File: src/rtl/core/qte_pkg.sv
package qte_pkg;

  // Fraction bits of the quaternion components and width of the output angles.
  localparam int QUAT_FRAC_BITS = 14;
  localparam int ANGLE_BITS     = 16;

  // Widths of the internal datapath.
  localparam int PROD_W  = 32;                    // one 16x16 signed product
  localparam int SUM_W   = 34;                    // sr, cr, sp, sy, cy
  localparam int VEC_W   = 40;                    // CORDIC x/y with growth margin
  localparam int TURN_W  = 32;                    // 2^32 is one full turn
  localparam int MAG_W   = QUAT_FRAC_BITS + 1;    // truncated pitch sine magnitude
  localparam int SQRT_STEPS = QUAT_FRAC_BITS + 1; // one root bit per step
  localparam int RAD_W   = 2 * SQRT_STEPS;
  localparam int REM_W   = RAD_W + 2;
  localparam int ROOT_W  = SQRT_STEPS + 1;

  localparam logic [TURN_W-1:0] QUARTER_TURN = TURN_W'(32'h4000_0000);

  // atan(2^-i) in turn units, rounded to nearest.
  localparam logic [31:0] ATAN_TURNS [32] = '{
    32'h20000000, 32'h12E4051E, 32'h09FB385B, 32'h051111D4,
    32'h028B0D43, 32'h0145D7E1, 32'h00A2F61E, 32'h00517C55,
    32'h0028BE53, 32'h00145F2F, 32'h000A2F98, 32'h000517CC,
    32'h00028BE6, 32'h000145F3, 32'h0000A2FA, 32'h0000517D,
    32'h000028BE, 32'h0000145F, 32'h00000A30, 32'h00000518,
    32'h0000028C, 32'h00000146, 32'h000000A3, 32'h00000051,
    32'h00000029, 32'h00000014, 32'h0000000A, 32'h00000005,
    32'h00000003, 32'h00000001, 32'h00000001, 32'h00000000
  };

  // One CORDIC vector in flight.
  typedef struct packed {
    logic signed [VEC_W-1:0] x;
    logic signed [VEC_W-1:0] y;
    logic        [TURN_W-1:0] z;
    logic                     zero;
  } vec_t;

  // Item state while the pitch cosine root is being formed.
  typedef struct packed {
    logic                     valid;
    logic                     sat;
    logic                     neg;
    logic signed [MAG_W:0]    s;
    logic        [RAD_W-1:0]  rad;
    logic        [REM_W-1:0]  rem;
    logic        [ROOT_W-1:0] root;
    logic signed [SUM_W-1:0]  sr;
    logic signed [SUM_W-1:0]  cr;
    logic signed [SUM_W-1:0]  sy;
    logic signed [SUM_W-1:0]  cy;
  } sqrt_t;

  // Item state in the CORDIC row: lane 0 roll, lane 1 pitch, lane 2 yaw.
  typedef struct packed {
    logic             valid;
    logic             sat;
    logic             neg;
    vec_t [2:0]       lane;
  } crd_t;

endpackage

File: src/rtl/core/qte_sqrt_cell.sv
module qte_sqrt_cell (
  input  logic           clk,
  input  logic           rst_n,
  input  logic           en,
  input  qte_pkg::sqrt_t d,
  output qte_pkg::sqrt_t q
);
  import qte_pkg::*;

  sqrt_t q_r, q_nxt;
  logic [REM_W-1:0] rem_sh;
  logic [REM_W-1:0] trial;

  // One restoring step: bring down two radicand bits, try the next root bit.
  always_comb begin
    q_nxt  = d;
    rem_sh = {d.rem[REM_W-3:0], d.rad[RAD_W-1 -: 2]};
    trial  = REM_W'({d.root, 2'b01});
    q_nxt.rad = {d.rad[RAD_W-3:0], 2'b00};
    if (rem_sh >= trial) begin
      q_nxt.rem  = rem_sh - trial;
      q_nxt.root = {d.root[ROOT_W-2:0], 1'b1};
    end else begin
      q_nxt.rem  = rem_sh;
      q_nxt.root = {d.root[ROOT_W-2:0], 1'b0};
    end
  end

  always_ff @(posedge clk) begin
    if (!rst_n) begin
      q_r.valid <= 1'b0;
    end else if (en) begin
      q_r <= q_nxt;
    end
  end

  assign q = q_r;

endmodule

File: config.mk
export PLATFORM = sky130hd
export DESIGN_NAME = qte_sqrt_cell
export DESIGN_NICKNAME = d
export VERILOG_FILES = /design/src/rtl/core/qte_pkg.sv /design/src/rtl/core/qte_sqrt_cell.sv
export SDC_FILE = /design/constraint.sdc
export NUM_CORES = 1
export LEC_CHECK = 0
export BUFFER_PORTS_ARGS = -buffer_cell sky130_fd_sc_hd__buf_4
export CAP_MARGIN = 40
export CORE_AREA = 2 2 184 186
export DETAILED_ROUTE_END_ITERATION = 16
export DIE_AREA = 0 0 186 188
export PLACE_DENSITY = 0.53
export RECOVER_POWER = 50
export SLEW_MARGIN = 20
export SYNTH_ARGS = -nofsm -noshare
export SYNTH_HDL_FRONTEND = slang
export SYNTH_SLANG_ARGS = --single-unit
File: constraint.sdc
create_clock -name clk -period 8.4 [get_ports clk]
set_input_delay 0.84 -clock clk [delete_from_list [all_inputs] [get_ports clk]]
set_output_delay 0.84 -clock clk [all_outputs]
set_load 0.005 [all_outputs]
==> summary.json <==
{
  "antenna_found_initial": {"value": 3},
  "floorplan_die_height": {"value": 188, "unit": "um"},
  "tritoncts": {"value": "done"},
  "routed-via-count": {"value": 6079},
  "finalClockSkew": {"value": 0, "unit": "ns"},
  "first_iter_violations": {"value": 258},
  "timing.critical_path.max_delay_family": {"value": "simple AND/OR/NAND/NOR gates"},
  "sw_frac_of_total": {"value": 0.2260},
  "first_global_vias": {"value": 5936},
  "cts_root_buffer": {"value": "clkbuf_16"},
  "netlist.top_cell.by_area": {"value": "edfxtp_1"},
  "fp.coreArea": {"value": 33110, "unit": "um2"},
  "achievable-frequency": {"value": 214.0, "unit": "MHz"},
  "die_area": {"value": 34970, "unit": "um2"},
  "critical_path_required": {"value": 8.60, "unit": "ns"},
  "final_routed_wire_length_divided_by_cell_count": {"value": 19.34, "unit": "um"},
  "grt_pass1_wl": {"value": 38570, "unit": "um"},
  "routed_antenna_nets": {"value": 0},
  "yosysUniqueCellTypes": {"value": 47},
  "synth_top_cells_by_count": {"value": "230 x edfxtp_1, 35 x a21oi_1, 31 x nor2_1"},
  "worst_ep_arrival_time": {"value": 4.87, "unit": "ns"},
  "die_width": {"value": 186, "unit": "um"},
  "setup.worst_path.start_class": {"value": "primary input"},
  "post_cts_gate_resize_count": {"value": 0},
  "synth_top_area_share": {"value": 0.8048},
  "start_util": {"value": 0.2592},
  "power.leakage": {"value": 5.238, "unit": "nW"},
  "use_met2": {"value": 0.2790},
  "final.period_utilization": {"value": 0.5564},
  "buffers_inserted_during_post_cts_setup_optimization": {"value": 0},
  "cts_htree_levels": {"value": 1},
  "dpl.hpwl": {"value": 22380, "unit": "um"},
  "grt_util_met3": {"value": 0.04370},
  "worstHoldPathType": {"value": "in2reg"},
  "crit_slowest_cell": {"value": "and2_0"},
  "route.detailed.drc": {"value": 0},
  "synth.top_cells.by_area": {"value": "edfxtp_1 80%, xnor2_1 2.8%, ha_1 2.6%"},
  "comb_power_share": {"value": 0.123},
  "routed_wirelength": {"value": 27930, "unit": "um"},
  "drt_pass1_iterations": {"value": 4},
  "slew_headroom": {"value": -1.263},
  "cts_buffers": {"value": 27},
  "path_common_cell": {"value": "buf_4"},
  "grt_remaining_overflow": {"value": 0},
  "finalPower": {"value": 2.805, "unit": "mW"},
  "grt.busiest_layer": {"value": "met2"},
  "insertedDiodeCount": {"value": 0},
  "rows": {"value": 67},
  "status": {"value": "finished with violations"},
  "placement.io_buffers": {"value": 464},
  "synth_most_common_cell": {"value": "edfxtp_1"},
  "synthesized_flop_and_latch_total": {"value": 231},
  "drv.max_cap_violation_count": {"value": 1},
  "grt_util_met1": {"value": 0.1683},
  "global_route.usage.total": {"value": 0.1500},
  "yosysSeqAreaShare": {"value": 0.8071},
  "drt-vias-per-instance": {"value": 4.210},
  "critical_path.endpoint_type": {"value": "register"},
  "vdd_ir_drop_max": {"value": 0.0001167, "unit": "V"},
  "crit_fanout": {"value": 50},
  "ys_async_sr_fraction": {"value": 0},
  "syn2layout_area_growth": {"value": 54.40, "unit": "%"},
  "synth_cells": {"value": 489},
  "post_route_cells_drive_above_1_share": {"value": 0.4629},
  "postSynth.topFlopCell": {"value": "edfxtp_1"},
  "hold_viol": {"value": 0},
  "worstPathCellList": {"value": "clkbuf_1 -> and2_0 -> buf_4 -> buf_4 -> buf_16"},
  "post_synth_instance_area": {"value": 8582, "unit": "um2"},
  "max-clock-path-buffers": {"value": 3},
  "clkSlewWorstSetupHoldPaths": {"value": 0.06, "unit": "ns"},
  "finalNetCount": {"value": 1231},
  "grt_setup_unrepaired": {"value": "false"},
  "tritoncts_num_sinks": {"value": 231},
  "p_int": {"value": 2.171, "unit": "mW"},
  "synth-warning-count": {"value": 0},
  "fin_tns_setup": {"value": 0, "unit": "ns"},
  "mean_area_per_synthesized_cell": {"value": 17.55, "unit": "um2"},
  "fin_crit": {"value": 4.674, "unit": "ns"},
  "seq_power_share": {"value": 0.494},
  "switchingPower": {"value": 0.6340, "unit": "mW"},
  "setup.reg_to_reg.worst_slack": {"value": 7.81, "unit": "ns"},
  "critical-path-max-stage-delay": {"value": 2.43, "unit": "ns"},
  "worstMarginPinSlew": {"value": 3.394, "unit": "ns"},
  "finalWeightedCongestion": {"value": 0.7925},
  "synth_edf_count": {"value": 230},
  "power_per_cell_area": {"value": 211.7, "unit": "nW/um2"},
  "final.hold.worst_slack": {"value": 0.5109, "unit": "ns"},
  "cts_hold_buffers": {"value": 0},
  "placed_cell_area": {"value": 12620, "unit": "um2"},
  "clk_latency": {"value": 0.51, "unit": "ns"},
  "fin_area": {"value": 13250, "unit": "um2"},
  "largest_net_degree_at_the_start_of_global_routing": {"value": 65},
  "pin_count": {"value": 469},
  "violations": {"value": "max-capacitance violations, max-slew violations"},
  "finalMaxSlewViolations": {"value": 50},
  "finalSetupViolations": {"value": 0},
  "worstSetupPathType": {"value": "in2reg"},
  "largest_register_ff_count": {"value": 231},
  "critical_path.n_buffers_inverters": {"value": 4},
  "clockPowerShare": {"value": 0.382}
}
-- cells in the final DEF (no fill, tap or decap), drive strengths merged, types with 6 or more instances in the layout --
master / synthesis / final
a21oi: 35 / 35
a31oi: 6 / 6
buf: 7 / 171
clkbuf: 5 / 333
clkinv: 0 / 10
edfxtp: 230 / 230
ha: 18 / 18
inv: 20 / 20
nand2: 14 / 14
nand3: 7 / 7
nand4: 15 / 15
nor2: 31 / 31
nor3: 13 / 13
o21ai: 9 / 9
xnor2: 27 / 27
-- path summary, 6_finish.rpt --
| check | cells after the start | start | end |
|---|---|---|---|
| setup / recovery | 5 | en | q[214]$_DFFE_PP_ |
| hold reg to reg | 2 | q[232]$_SDFFE_PN0P_ | q[232]$_SDFFE_PN0P_ |
| hold / removal | 1 | d[34] | q[34]$_DFFE_PP_ |
| setup reg to reg | 2 | q[232]$_SDFFE_PN0P_ | q[232]$_SDFFE_PN0P_ |
-- metal layers --
layer,vias to the layer above,wire (um)
li1,2867,-
met1,2898,10260
met2,267,14770
met3,41,2370
met4,6,482
met5,-,40
-- logic make-up (layout without fill, tap and decap cells) --
kind of cell	after synthesis	count (layout)	share of synthesized area
xor gates and xnor gates	29	29	0.02960
other	1	2	0.0004370
AOI/OAI and AO/OA	72	72	0.05205
buffers and inverters	32	538	0.01808
DFF	231	231	0.8071
muxes	3	3	0.004666
and+or+nand+nor	103	103	0.06182
adders and majority gates	18	18	0.02624
-- power groups by stage --
stage	Clock [mW]	Sequential, mW	Combinational (mW)
finish	1.07	1.39	0.346
global route	1.15	1.39	0.375
CTS	1.11	1.39	0.373
detailed placement	0	1.41	0.372
global placement	0	1.41	0.368
floorplan	0	1.43	0.102
-- per-stage QoR --
step | std cells | utilization | setup slack (ns)
floorplan | 490 | - | 1.735
global placement | 1393 | 0.3797 | 4.678
detailed placement | 1395 | 0.3812 | 4.924
CTS | 1443 | 0.4055 | 5.460
global route | 1444 | 0.4002 | 3.185
finish | 1444 | 0.4002 | 3.726
-- cell type report --
type                       instances  area (um2)
sequential                       231        6927
multi-input combinational        227        1504
clock buffer                      34       701.9
inverter                          20       75.07
clock inverter                    14       103.9
fill                            3168       19860
timing repair buffer             470        3378
tap                              448       560.5
Power figures use the tool's default switching activity.
